## config.mk

```make
export PLATFORM = sky130hd
export DESIGN_NAME = binary_semaphore_fifo_waiters_flat
export DESIGN_NICKNAME = d
export VERILOG_FILES = /design/src/rtl/bsfw_pkg.sv /design/src/rtl/bsfw_req_if.sv /design/src/rtl/bsfw_rsp_if.sv /design/src/rtl/bsfw_ram.sv /design/src/rtl/bsfw_dp.sv /design/src/rtl/bsfw_ctrl.sv /design/src/rtl/binary_semaphore_fifo_waiters.sv /design/src/flat_wrapper.sv
export VERILOG_INCLUDE_DIRS = /design/src /design/src/rtl
export SDC_FILE = /design/constraint.sdc
export NUM_CORES = 1
export LEC_CHECK = 0
export BUFFER_PORTS_ARGS = -buffer_cell sky130_fd_sc_hd__clkbuf_2
export CAP_MARGIN = 20
export CORE_MARGIN = 1
export CORE_UTILIZATION = 50
export CTS_CLUSTER_DIAMETER = 200
export DETAILED_ROUTE_END_ITERATION = 10
export PLACE_DENSITY = 0.67
export SLEW_MARGIN = 40
export SYNTH_ARGS = -nofsm -noshare
export SYNTH_HDL_FRONTEND = slang
export SYNTH_SLANG_ARGS = --single-unit
```

## constraint.sdc

```tcl
create_clock -name clk -period 2.45 [get_ports clk]
set_input_delay 0.49 -clock clk [delete_from_list [all_inputs] [get_ports clk]]
set_output_delay 0.49 -clock clk [all_outputs]
set_load 0.02 [all_outputs]
```

## src/rtl/assert_macros.svh

```systemverilog
// Assertion macros shared by the binary semaphore RTL
`ifndef ASSERT_MACROS_SVH
`define ASSERT_MACROS_SVH

// same-cycle implication
`define BSFW_ASSERT_NOW(lbl, ante, cons, msg) \
	lbl: assert property (@(posedge clk) disable iff (!arst_n) (ante) |-> (cons)) \
		else $error(msg);

// next-cycle implication
`define BSFW_ASSERT_NEXT(lbl, ante, cons, msg) \
	lbl: assert property (@(posedge clk) disable iff (!arst_n) (ante) |=> (cons)) \
		else $error(msg);

`endif

```

## src/rtl/bsfw_pkg.sv

```systemverilog
// Types, codes and defaults for the binary semaphore with waiter FIFO
`timescale 1ns / 1ps

package bsfw_pkg;

	localparam int MaxTasksDefault = 8;
	localparam int TaskIdW         = 3;

	typedef logic [TaskIdW-1:0] task_id_t;

	typedef enum logic [1:0] {
		CMD_TRY_TAKE  = 2'd0,
		CMD_TAKE      = 2'd1,
		CMD_GIVE_TASK = 2'd2,
		CMD_GIVE_ISR  = 2'd3
	} cmd_e;

	typedef enum logic [1:0] {
		STS_OK      = 2'd0,
		STS_UNAVAIL = 2'd1,
		STS_BLOCKED = 2'd2,
		STS_DROPPED = 2'd3
	} status_e;

	// controller -> datapath
	typedef struct packed {
		logic accept;
		logic rd_done;
	} ctl_cmd_t;

	// datapath -> controller
	typedef struct packed {
		logic need_read;
	} dp_sts_t;

endpackage

```

## src/rtl/bsfw_req_if.sv

```systemverilog
// Request channel: command, task id and task-present flag
`timescale 1ns / 1ps

interface bsfw_req_if;
	logic               valid;
	logic               ready;
	bsfw_pkg::cmd_e     cmd;
	bsfw_pkg::task_id_t task_id;
	logic               has_task;

	modport source (output valid, cmd, task_id, has_task, input ready);
	modport sink   (input valid, cmd, task_id, has_task, output ready);
endinterface

```

## src/rtl/bsfw_rsp_if.sv

```systemverilog
// Response channel: status, wake report and scheduling hints
`timescale 1ns / 1ps

interface bsfw_rsp_if;
	logic                valid;
	logic                ready;
	bsfw_pkg::status_e   status;
	logic                woke_valid;
	bsfw_pkg::task_id_t  woke_id;
	logic                switch_request;
	logic                yield_giver;

	modport source (output valid, status, woke_valid, woke_id, switch_request, yield_giver,
		input ready);
	modport sink   (input valid, status, woke_valid, woke_id, switch_request, yield_giver,
		output ready);
endinterface

```

## src/rtl/bsfw_ram.sv

```systemverilog
// Generic single-write, single-read RAM with registered read data
`timescale 1ns / 1ps

module bsfw_ram #(
	parameter int WIDTH = 8,
	parameter int DEPTH = 8
) (
	input  logic                     clk,
	input  logic                     we,
	input  logic [$clog2(DEPTH)-1:0] waddr,
	input  logic [WIDTH-1:0]         wdata,
	input  logic                     re,
	input  logic [$clog2(DEPTH)-1:0] raddr,
	output logic [WIDTH-1:0]         rdata
);

	logic [WIDTH-1:0] mem_q [DEPTH];

	always_ff @(posedge clk) begin
		if (we) begin
			mem_q[waddr] <= wdata;
		end
		if (re) begin
			rdata <= mem_q[raddr];
		end
	end

endmodule

```

## src/rtl/bsfw_dp.sv

```systemverilog
// Datapath: available flag, waiter ring pointers and count, result register
`timescale 1ns / 1ps
`include "assert_macros.svh"

module bsfw_dp #(
	parameter int MAX_TASKS = bsfw_pkg::MaxTasksDefault
) (
	input  logic                clk,
	input  logic                arst_n,
	input  bsfw_pkg::cmd_e      cmd,
	input  bsfw_pkg::task_id_t  task_id,
	input  logic                has_task,
	input  bsfw_pkg::ctl_cmd_t  ctl,
	output bsfw_pkg::dp_sts_t   sts,
	output bsfw_pkg::status_e   status,
	output logic                woke_valid,
	output bsfw_pkg::task_id_t  woke_id,
	output logic                switch_request,
	output logic                yield_giver
);

	localparam int PtrW = $clog2(MAX_TASKS);
	localparam int CntW = $clog2(MAX_TASKS + 1);

	logic            avail_q;
	logic [PtrW-1:0] head_q;
	logic [PtrW-1:0] tail_q;
	logic [CntW-1:0] count_q;

	logic               is_take;
	logic               is_give;
	logic               have_waiter;
	logic               full;
	logic               enqueue;
	logic               dequeue;
	bsfw_pkg::status_e  status_d;
	bsfw_pkg::task_id_t rd_data;

	bsfw_pkg::status_e  status_q;
	logic               woke_valid_q;
	bsfw_pkg::task_id_t woke_id_q;
	logic               sw_q;
	logic               yld_q;

	assign is_take     = (cmd == bsfw_pkg::CMD_TRY_TAKE) || (cmd == bsfw_pkg::CMD_TAKE);
	assign is_give     = !is_take;
	assign have_waiter = (count_q != '0);
	assign full        = (count_q == CntW'(MAX_TASKS));
	assign enqueue     = is_take && !avail_q && (cmd == bsfw_pkg::CMD_TAKE) && has_task && !full;
	assign dequeue     = is_give && have_waiter;

	assign sts.need_read = dequeue;

	always_comb begin
		status_d = bsfw_pkg::STS_OK;
		if (is_take && !avail_q) begin
			if ((cmd == bsfw_pkg::CMD_TRY_TAKE) || !has_task) begin
				status_d = bsfw_pkg::STS_UNAVAIL;
			end else if (full) begin
				status_d = bsfw_pkg::STS_DROPPED;
			end else begin
				status_d = bsfw_pkg::STS_BLOCKED;
			end
		end
	end

	bsfw_ram #(
		.WIDTH (bsfw_pkg::TaskIdW),
		.DEPTH (MAX_TASKS)
	) u_ring (
		.clk   (clk),
		.we    (ctl.accept && enqueue),
		.waddr (tail_q),
		.wdata (task_id),
		.re    (ctl.accept && dequeue),
		.raddr (head_q),
		.rdata (rd_data)
	);

	always_ff @(posedge clk or negedge arst_n) begin
		if (!arst_n) begin
			avail_q <= 1'b0;
			head_q  <= '0;
			tail_q  <= '0;
			count_q <= '0;
		end else if (ctl.accept) begin
			if (is_take && avail_q) begin
				avail_q <= 1'b0;
			end else if (is_give && !have_waiter) begin
				avail_q <= 1'b1;
			end
			if (enqueue) begin
				tail_q  <= (tail_q == PtrW'(MAX_TASKS - 1)) ? '0 : tail_q + 1'b1;
				count_q <= count_q + 1'b1;
			end
			if (dequeue) begin
				head_q  <= (head_q == PtrW'(MAX_TASKS - 1)) ? '0 : head_q + 1'b1;
				count_q <= count_q - 1'b1;
			end
		end
	end

	// result payload
	always_ff @(posedge clk) begin
		if (ctl.accept) begin
			status_q     <= status_d;
			woke_valid_q <= dequeue;
			woke_id_q    <= '0;
			sw_q         <= (status_d == bsfw_pkg::STS_BLOCKED) ||
				(status_d == bsfw_pkg::STS_DROPPED) ||
				(dequeue && (cmd == bsfw_pkg::CMD_GIVE_ISR));
			yld_q        <= dequeue && (cmd == bsfw_pkg::CMD_GIVE_TASK);
		end else if (ctl.rd_done) begin
			woke_id_q <= rd_data;
		end
	end

	assign status         = status_q;
	assign woke_valid     = woke_valid_q;
	assign woke_id        = woke_id_q;
	assign switch_request = sw_q;
	assign yield_giver    = yld_q;

	`BSFW_ASSERT_NOW(a_count_range, 1'b1, count_q <= CntW'(MAX_TASKS), "waiter count overflow")
	`BSFW_ASSERT_NOW(a_empty_ptrs, count_q == '0, head_q == tail_q, "empty ring with pointers apart")
	`BSFW_ASSERT_NEXT(a_read_follows, ctl.accept && dequeue, ctl.rd_done, "ring read not completed")

endmodule

```

## src/rtl/bsfw_ctrl.sv

```systemverilog
// Controller: accept/read sequencing and response valid
`timescale 1ns / 1ps
`include "assert_macros.svh"

module bsfw_ctrl (
	input  logic               clk,
	input  logic               arst_n,
	input  logic               req_valid,
	output logic               req_ready,
	output logic               rsp_valid,
	input  logic               rsp_ready,
	input  bsfw_pkg::dp_sts_t  sts,
	output bsfw_pkg::ctl_cmd_t ctl
);

	typedef enum logic {
		ST_IDLE,
		ST_READ
	} state_t;

	state_t state_q;
	logic   rsp_valid_q;

	assign req_ready   = (state_q == ST_IDLE) && (!rsp_valid_q || rsp_ready);
	assign ctl.accept  = req_valid && req_ready;
	assign ctl.rd_done = (state_q == ST_READ);
	assign rsp_valid   = rsp_valid_q;

	always_ff @(posedge clk or negedge arst_n) begin
		if (!arst_n) begin
			state_q     <= ST_IDLE;
			rsp_valid_q <= 1'b0;
		end else begin
			unique case (state_q)
				ST_IDLE: begin
					if (ctl.accept) begin
						if (sts.need_read) begin
							state_q     <= ST_READ;
							rsp_valid_q <= 1'b0;
						end else begin
							rsp_valid_q <= 1'b1;
						end
					end else if (rsp_valid_q && rsp_ready) begin
						rsp_valid_q <= 1'b0;
					end
				end
				ST_READ: begin
					state_q     <= ST_IDLE;
					rsp_valid_q <= 1'b1;
				end
			endcase
		end
	end

	`BSFW_ASSERT_NOW(a_read_no_rsp, state_q == ST_READ, !rsp_valid_q, "response pending during read")
	`BSFW_ASSERT_NEXT(a_read_to_rsp, state_q == ST_READ, rsp_valid_q, "read without response")

endmodule

```

## src/rtl/binary_semaphore_fifo_waiters.sv

```systemverilog
// Top level: binary semaphore with FIFO of waiting task ids
//
// channel | dir | payload
// req     | in  | cmd, task_id, has_task
// rsp     | out | status, woke_valid, woke_id, switch_request, yield_giver
//
// Takes and gives with no waiter: result valid in the cycle after the transfer.
// Give with a waiter: registered waiter RAM read, then ST_READ loads woke_id.
// One command in flight; a new request is taken while the response register drains.
// arst_n clears flag, pointers and count; no clearing pass (ring unread until written).
// A stalled response holds; requests stall until it is taken.
`timescale 1ns / 1ps

module binary_semaphore_fifo_waiters #(
	parameter int MAX_TASKS = bsfw_pkg::MaxTasksDefault
) (
	input logic       clk,
	input logic       arst_n,
	bsfw_req_if.sink  req,
	bsfw_rsp_if.source rsp
);

	bsfw_pkg::ctl_cmd_t ctl;
	bsfw_pkg::dp_sts_t  sts;

	bsfw_ctrl u_ctrl (
		.clk       (clk),
		.arst_n    (arst_n),
		.req_valid (req.valid),
		.req_ready (req.ready),
		.rsp_valid (rsp.valid),
		.rsp_ready (rsp.ready),
		.sts       (sts),
		.ctl       (ctl)
	);

	bsfw_dp #(
		.MAX_TASKS (MAX_TASKS)
	) u_dp (
		.clk            (clk),
		.arst_n         (arst_n),
		.cmd            (req.cmd),
		.task_id        (req.task_id),
		.has_task       (req.has_task),
		.ctl            (ctl),
		.sts            (sts),
		.status         (rsp.status),
		.woke_valid     (rsp.woke_valid),
		.woke_id        (rsp.woke_id),
		.switch_request (rsp.switch_request),
		.yield_giver    (rsp.yield_giver)
	);

endmodule
```

## src/flat_wrapper.sv

```systemverilog
// flat-port wrapper written by rule: the top's interface ports become plain ports
module binary_semaphore_fifo_waiters_flat 
#(
	parameter int MAX_TASKS = bsfw_pkg::MaxTasksDefault
)
  (clk, arst_n, req_valid, req_cmd, req_task_id, req_has_task, req_ready, rsp_valid, rsp_status, rsp_woke_valid, rsp_woke_id, rsp_switch_request, rsp_yield_giver, rsp_ready);
  bsfw_req_if req_i ();
  bsfw_rsp_if rsp_i ();
  input logic clk;
  input logic arst_n;
  input wire logic [$bits(req_i.valid)-1:0] req_valid;
  input wire logic [$bits(req_i.cmd)-1:0] req_cmd;
  input wire logic [$bits(req_i.task_id)-1:0] req_task_id;
  input wire logic [$bits(req_i.has_task)-1:0] req_has_task;
  output wire logic [$bits(req_i.ready)-1:0] req_ready;
  output wire logic [$bits(rsp_i.valid)-1:0] rsp_valid;
  output wire logic [$bits(rsp_i.status)-1:0] rsp_status;
  output wire logic [$bits(rsp_i.woke_valid)-1:0] rsp_woke_valid;
  output wire logic [$bits(rsp_i.woke_id)-1:0] rsp_woke_id;
  output wire logic [$bits(rsp_i.switch_request)-1:0] rsp_switch_request;
  output wire logic [$bits(rsp_i.yield_giver)-1:0] rsp_yield_giver;
  input wire logic [$bits(rsp_i.ready)-1:0] rsp_ready;
  assign req_i.valid = req_valid;
  assign req_i.cmd = req_cmd;
  assign req_i.task_id = req_task_id;
  assign req_i.has_task = req_has_task;
  assign req_ready = req_i.ready;
  assign rsp_valid = rsp_i.valid;
  assign rsp_status = rsp_i.status;
  assign rsp_woke_valid = rsp_i.woke_valid;
  assign rsp_woke_id = rsp_i.woke_id;
  assign rsp_switch_request = rsp_i.switch_request;
  assign rsp_yield_giver = rsp_i.yield_giver;
  assign rsp_i.ready = rsp_ready;
  binary_semaphore_fifo_waiters #(.MAX_TASKS(MAX_TASKS)) u_core (.clk(clk), .arst_n(arst_n), .req(req_i), .rsp(rsp_i));
endmodule
```

==> results.tsv, run 1 <==
metric	value	unit
Clock transition at path regs	80	ps
core box area	3800	µm²
Setup crit start kind	register	
outcome	complete, no violations	
RSZ-0062 raised after global routing	no	
Std-Cell Rows	22	
placed cell count	193	
Compound-Gate Fraction of Synth Area	0.0348	
Cell variety after synth	38	
Crit Path Class	register to register	
LEAKAGE	0.000892	µW
io pins	20	
syn nets	143	
pins over their slew limit	0	
Residual DRC	0	
upper clock frequency limit	451	MHz
Clk network pwr share	0.197	
clock sinks	48	
initial antenna violation count	0	
post-route setup TNS	0	ps
Final setup viols	0	
post-CTS resize count	0	
commonest non-fill, non-tap cell in the layout	edfxtp_1	
Max Root-Sink Buffers	2	
share of cells above drive strength 1	0.340	
vias in the first global route	1147	
Worst VDD drop	0.490	mV
Crit Path Max Fanout	6	
Die W	66.0	µm
PD cells	968	nW/µm²
Worst Tran Pin Value	447	ps
Syn Inst Count	128	
Internal	1540	µW
arrival time of the worst setup path	2400	ps
Critical Path RT	2630	ps
gr ovfl total	0	
Syn. warnings	0	
skew final	5.24	ps
adder-cell share of the synthesized area	0.0305	
Syn Area/Cell	16.0	µm²
Comb power frac	0.268	
Final ANT Viol Nets	0	
switching power	668	µW
initial drt markers	69	
vias	1148	
Post-Layout Inst Area	2280	µm²
H-Tree Depth	2	
PortBufs	19	
die area	4360	µm²
Largest stage delay, worst path	560	ps
starting density of the core	0.540	
Post-synth EDFFs	32	
final WL	3.35	mm
worst setup margin	231	ps
mux contribution to synthesized area	0.143	
Seq/Total Area, Yosys	0.657	
fin crit share	0.906	
largest family of logic cells by synthesized area	multiplexers	
most frequent cells in the layout	edfxtp_1, clkbuf_2, dfrtp_1, nor2_1	
number of diodes	0	
area grow syn2layout	11.4	%
Post-DP Area	2200	µm²
Detailed Routing Iterations Pass 1	4	
Root Buffer	clkbuf_8	
Sequential Area	1350	µm²
ys async rst share	0.271	
Filler Cells Inserted	310	
number of synthesized register bits	48	
DP Worst Slack	243	ps
area of the multi-input gates	668	µm²
synthesized cell area	2050	µm²
Slew HR	0.699	
Die H	66.0	µm
cts hold-fix bufs	0	
simple-gate portion of the synthesized area	0.105	
Placer Congestion	0.845	
post-route minimum period	2220	ps
CP dominant cell by count	xor2_1	
XOR/XNOR share of the synthesized area	0.0128	
Max Cap Viol	0	
worst min path class	input pin to asynchronous set/reset pin	
Nets	167	
top_reg_cell synth	edfxtp_1	
number of buffers created by CTS	5	
switching power share of the total	0.303	
worst path cell trace	or4_4 > nand2_2 > inv_2 > xor2_1 > ha_1 > nor2_1 > and4b_1 > a31o_1 > xor2_1	
Avg WL per Cell	16.7	µm
vias per inst	5.71	
post-CTS setup buffers	0	
worst-skew pair later-pin latency	290	ps
global-route usage over all layers	0.182	
Slowest cell on crit path	or4_4	
Reg power frac	0.534	
fin cells	201	
global-route wire length before repair	5.53	mm
critical path endpoint category	register	
largest net degree at the start of global routing	18	
CTS tree	yes	
final hold vios	0	
## worst max-delay path, delay by kind of cell, from the launching register on
family / cells / cell delay [ps]
AND/OR/NAND/NOR: 4 / 930
AO/OA/AOI/OAI: 1 / 190
flip-flops: 1 / 420
adder cells (fa/ha/maj): 1 / 190
XOR/XNOR: 2 / 280
buffers and inverters: 1 / 80
## layout make-up
type / instances / area share
clock buffers: 5 / 0.0302
clock inverters: 3 / 0.00603
inverters: 2 / 0.00329
multi-input cells: 73 / 0.293
flip-flops and latches: 48 / 0.590
well taps: 48 / 0.0263
repair buffers: 22 / 0.0515
## power groups by stage
stage / combinational [µW] / clock, µW / sequential [µW]
final: 592 / 436 / 1180
after global routing: 661 / 481 / 1210
after CTS: 600 / 450 / 1180
after detailed placement: 596 / 0 / 1200
after global placement: 578 / 0 / 1190
after floorplan: 484 / 0 / 1150
## kinds of logic after synthesis
| family | after synthesis |
|---|---|
| AOI/OAI and AO/OA | 9 |
| xor gates and xnor gates | 3 |
| adders and majority gates | 5 |
| buffers and inverters | 7 |
| DFF | 48 |
| muxes | 19 |
| and+or+nand+nor | 37 |
## metrics by stage
step,total power (µW),hold WS [ps],utilization
2_1_floorplan,1640,194,-
3_3_place_gp,1770,411,0.579
3_5_place_dp,1800,418,0.579
4_1_cts,2230,98.4,0.601
5_1_grt,2350,108,0.601
6_report,2210,92.2,0.601
## cells in the mapped netlist (all sizes together) (2+ instances only)
library cell,number,area share
edfxtp,32,0.47
dfrtp,13,0.16
nor2,11,0.020
mux2,10,0.062
mux4,6,0.066
ha,5,0.031
nand2,5,0.010
nor3,4,0.0098
a21oi,3,0.0073
and2,3,0.012
buf,3,0.0098
dfxtp,3,0.029
mux2i,3,0.015
nor2b,3,0.0092
xor2,3,0.013
and4b,2,0.0098
clkbuf,2,0.0037
inv,2,0.0037
nand2b,2,0.0061
## per-layer routing
metal | share of wire | track usage | up-vias | routed length, µm
li1 | - | - | 535 | -
met1 | 0.46 | 0.257 | 575 | 1550
met2 | 0.47 | 0.269 | 31 | 1580
met3 | 0.049 | 0.0517 | 7 | 165
met4 | 0.016 | 0.0638 | 0 | 55
met5 | 0 | 0 | - | 0
## flip-flops by register name (all words and copies together) (netlist names), 2 cells and up
register,flops
u_core.u_dp.count_q,4
u_core.u_dp.head_q,3
u_core.u_dp.status,2
u_core.u_dp.tail_q,3
u_core.u_dp.u_ring.mem_q,24
u_core.u_dp.u_ring.rdata,3
u_core.u_dp.woke_id,3
## path summary, 6_finish.rpt
| kind | startpoint | endpoint | slack, ps | cells after the start |
|---|---|---|---|---|
| min in group clk | req_valid | u_core.u_ctrl.rsp_valid | 410 | 3 |
| setup / recovery | u_core.u_dp.count_q[2] | u_core.u_dp.count_q[2] | 230 | 9 |
| max in group asynchronous | arst_n | u_core.u_dp.tail_q[1] | 2090 | 1 |
| hold / removal | arst_n | u_core.u_dp.tail_q[2] | 90 | 1 |
| setup reg to reg | u_core.u_dp.count_q[2] | u_core.u_dp.count_q[2] | 230 | 9 |
| hold reg to reg | u_core.u_dp.u_ring.rdata[2] | u_core.u_dp.woke_id[2] | 500 | 2 |
Note: power is estimated with default switching activity, not from simulation.
==> run 2, diff against run 1 <==
- ABC_AREA: unset -> 1
==> results.tsv, run 2 <==
metric	value	unit
Final setup viols	0	
LEAKAGE	0.00105	µW
post-CTS resize count	0	
largest reg by FF count	u_core.u_dp.u_ring.mem_q	
Std-Cell Rows	23	
worst-skew pair later-pin latency	300	ps
RSZ-0062 raised after global routing	no	
number of synthesized register bits	48	
simple-gate portion of the synthesized area	0.190	
vias	1425	
Regs by FF count	u_core.u_dp.u_ring.mem_q x24, u_core.u_dp.count_q x4	
Die H	67.8	µm
Yosys top cell area share	0.444	
Compound-Gate Fraction of Synth Area	0.0855	
switching power	950	µW
worst path cell trace	a21oi_4 > nand2_4 > nor2_8 > nand2_4 > nor3_1	
Worst VDD drop	0.554	mV
ys async rst share	0.271	
starting density of the core	0.530	
capturing point of the worst reg2reg path	u_core.u_dp.u_ring.mem_q[5][1]	
R2R cell count	5	
Critical Path RT	2410	ps
CP dominant cell by count	nand2_4	
metal3 WL	187	µm
core box area	4090	µm²
Largest stage delay, worst path	460	ps
mux contribution to synthesized area	0.0156	
arrival time of the worst setup path	1780	ps
area grow syn2layout	13.2	%
PortBufs	19	
area leader, netlist	edfxtp_1	
most frequent cells in the layout	edfxtp_1, nor2_1, nand2_1, clkbuf_2	
Metal-1 WL	1.66	mm
pins over their slew limit	0	
Placer Congestion	0.824	
worst r2r src	u_core.u_ctrl.state_q	
critical path endpoint category	register	
cts hold-fix bufs	0	
Max Cap Viol	0	
worst min path class	input pin to asynchronous set/reset pin	
Slowest cell on crit path	dfrtp_1	
Worst Tran Pin Value	434	ps
Final ANT Viol Nets	0	
final WL	3.72	mm
slack of the worst reg-to-reg path	630	ps
placed cell count	262	
Internal	1730	µW
number of diodes	0	
initial drt markers	98	
gr ovfl total	0	
Crit Path Max Fanout	9	
initial antenna violation count	0	
detailed placement HPWL	2.86	mm
skew final	5.72	ps
post-CTS setup buffers	0	
XOR/XNOR share of the synthesized area	0.00809	
most common cell in the netlist	edfxtp_1	
post-route minimum period	1820	ps
clock sinks	48	
Root Buffer	clkbuf_8	
Avg WL per Cell	13.8	µm
Crit Path Class	register to register	
adder-cell share of the synthesized area	0.0289	
global-route usage over all layers	0.187	
Comb power frac	0.300	
largest net degree at the start of global routing	17	
vias in the first global route	1336	
switching power share of the total	0.354	
final hold vios	0	
DP Worst Slack	475	ps
Syn. warnings	0	
Slew HR	0.708	
PD cells	1090	nW/µm²
synthesized cell area	2160	µm²
top post-synthesis cells by area	edfxtp_1, dfrtp_1, nor2_1	
top cells by count, synth	edfxtp_1, nor2_1, nand2_1	
top_reg_cell synth	edfxtp_1	
worst setup margin	625	ps
Post-DP Area	2310	µm²
Syn Inst Count	195	
number of buffers created by CTS	5	
Reg power frac	0.447	
io pins	20	
upper clock frequency limit	548	MHz
H-Tree Depth	2	
Seq/Total Area, Yosys	0.622	
Largest register FFs	24	
Syn Area/Cell	11.1	µm²
largest family of logic cells by synthesized area	simple AND/OR/NAND/NOR gates	
CTS tree	yes	
hold_ws	79.3	ps
metal2 WL	1.82	mm
outcome	complete, no violations	
syn nets	210	
Post-Layout Inst Area	2450	µm²
Max Root-Sink Buffers	2	
top routing layer in use	met4	
post-route setup TNS	0	ps
commonest non-fill, non-tap cell in the layout	edfxtp_1	
Nets	234	
vias per inst	5.28	
Setup crit start kind	register	
die area	4600	µm²
Clock transition at path regs	90	ps
Cell variety after synth	27	
Residual DRC	0	
Die W	67.8	µm
fin cells	270	
global-route wire length before repair	6.05	mm
Detailed Routing Iterations Pass 1	4	
Clk network pwr share	0.252	
Post-synth EDFFs	32	
fin crit share	0.745	
share of cells above drive strength 1	0.227	
==> run 2: cell types whose count changed after synthesis, moves of 4 or more <==
cell | previous run | this run
inv_1 | 1 | 17
o21ai_0 | 1 | 17
o21ai_1 | 0 | 7
nand2_4 | 0 | 6
nand2_1 | 4 | 25
mux4_2 | 6 | 0
nand3_1 | 1 | 5
nor2_1 | 11 | 30
mux2_4 | 4 | 0
==> run 2: critical path: cells and delay by family, from the launching register on <==
family,cells,cell delay [ps]
AND/OR/NAND/NOR,4,810
AO/OA/AOI/OAI,1,200
flip-flops,1,460
==> run 2: power groups by stage <==
stage / clock [µW] / sequential (µW) / combinational (µW)
final: 677 / 1200 / 805
after global routing: 720 / 1230 / 917
after CTS: 687 / 1200 / 808
after detailed placement: 0 / 1220 / 801
after global placement: 0 / 1200 / 770
after floorplan: 0 / 1200 / 613
==> run 2: how the worst max path moves through the flow <==
stage	cells after the start	startpoint	endpoint
5_1_grt	5	u_core.u_ctrl.state_q	u_core.u_dp.u_ring.mem_q[0][0]
3_3_place_gp	8	req_cmd[1]	u_core.u_dp.u_ring.mem_q[4][0]
4_1_cts	5	u_core.u_ctrl.state_q	u_core.u_dp.u_ring.mem_q[5][1]
2_1_floorplan	6	rsp_ready	u_core.u_dp.u_ring.mem_q[6][0]
3_5_place_dp	7	rsp_ready	u_core.u_dp.u_ring.mem_q[5][0]
6_report	5	u_core.u_ctrl.state_q	u_core.u_dp.u_ring.mem_q[5][1]
==> run 2: metal layers <==
metal  GRT usage  vias to the layer above
met3      0.0405                        5
li1            -                      705
met4      0.0885                        0
met2       0.313                       41
met5           0                        -
met1       0.228                      674
==> run 2: cells by family (layout without fill, tap and decap cells) <==
kind of cell             after synthesis  count (layout)
adder cells (fa/ha/maj)                5               5
AND/OR/NAND/NOR                       80              80
buffers and inverters                 24              49
AO/OA/AOI/OAI                         33              33
multiplexers                           3               3
flip-flops                            48              48
XOR/XNOR                               2               2
==> run 2: final cells by class <==
class,count,area (µm²)
multi-input cells,123,711
repair buffers,19,95.1
fillers,342,1640
clock inverters,3,68.8
flip-flops and latches,48,1350
clock buffers,5,68.8
well taps,50,62.6
inverters,22,97.6
==> run 2: through the flow <==
step	total power, µW	util
after floorplan	1810	-
after detailed placement	2020	0.566
final	2680	0.600
after CTS	2690	0.600
after global placement	1970	0.566
after global routing	2860	0.600
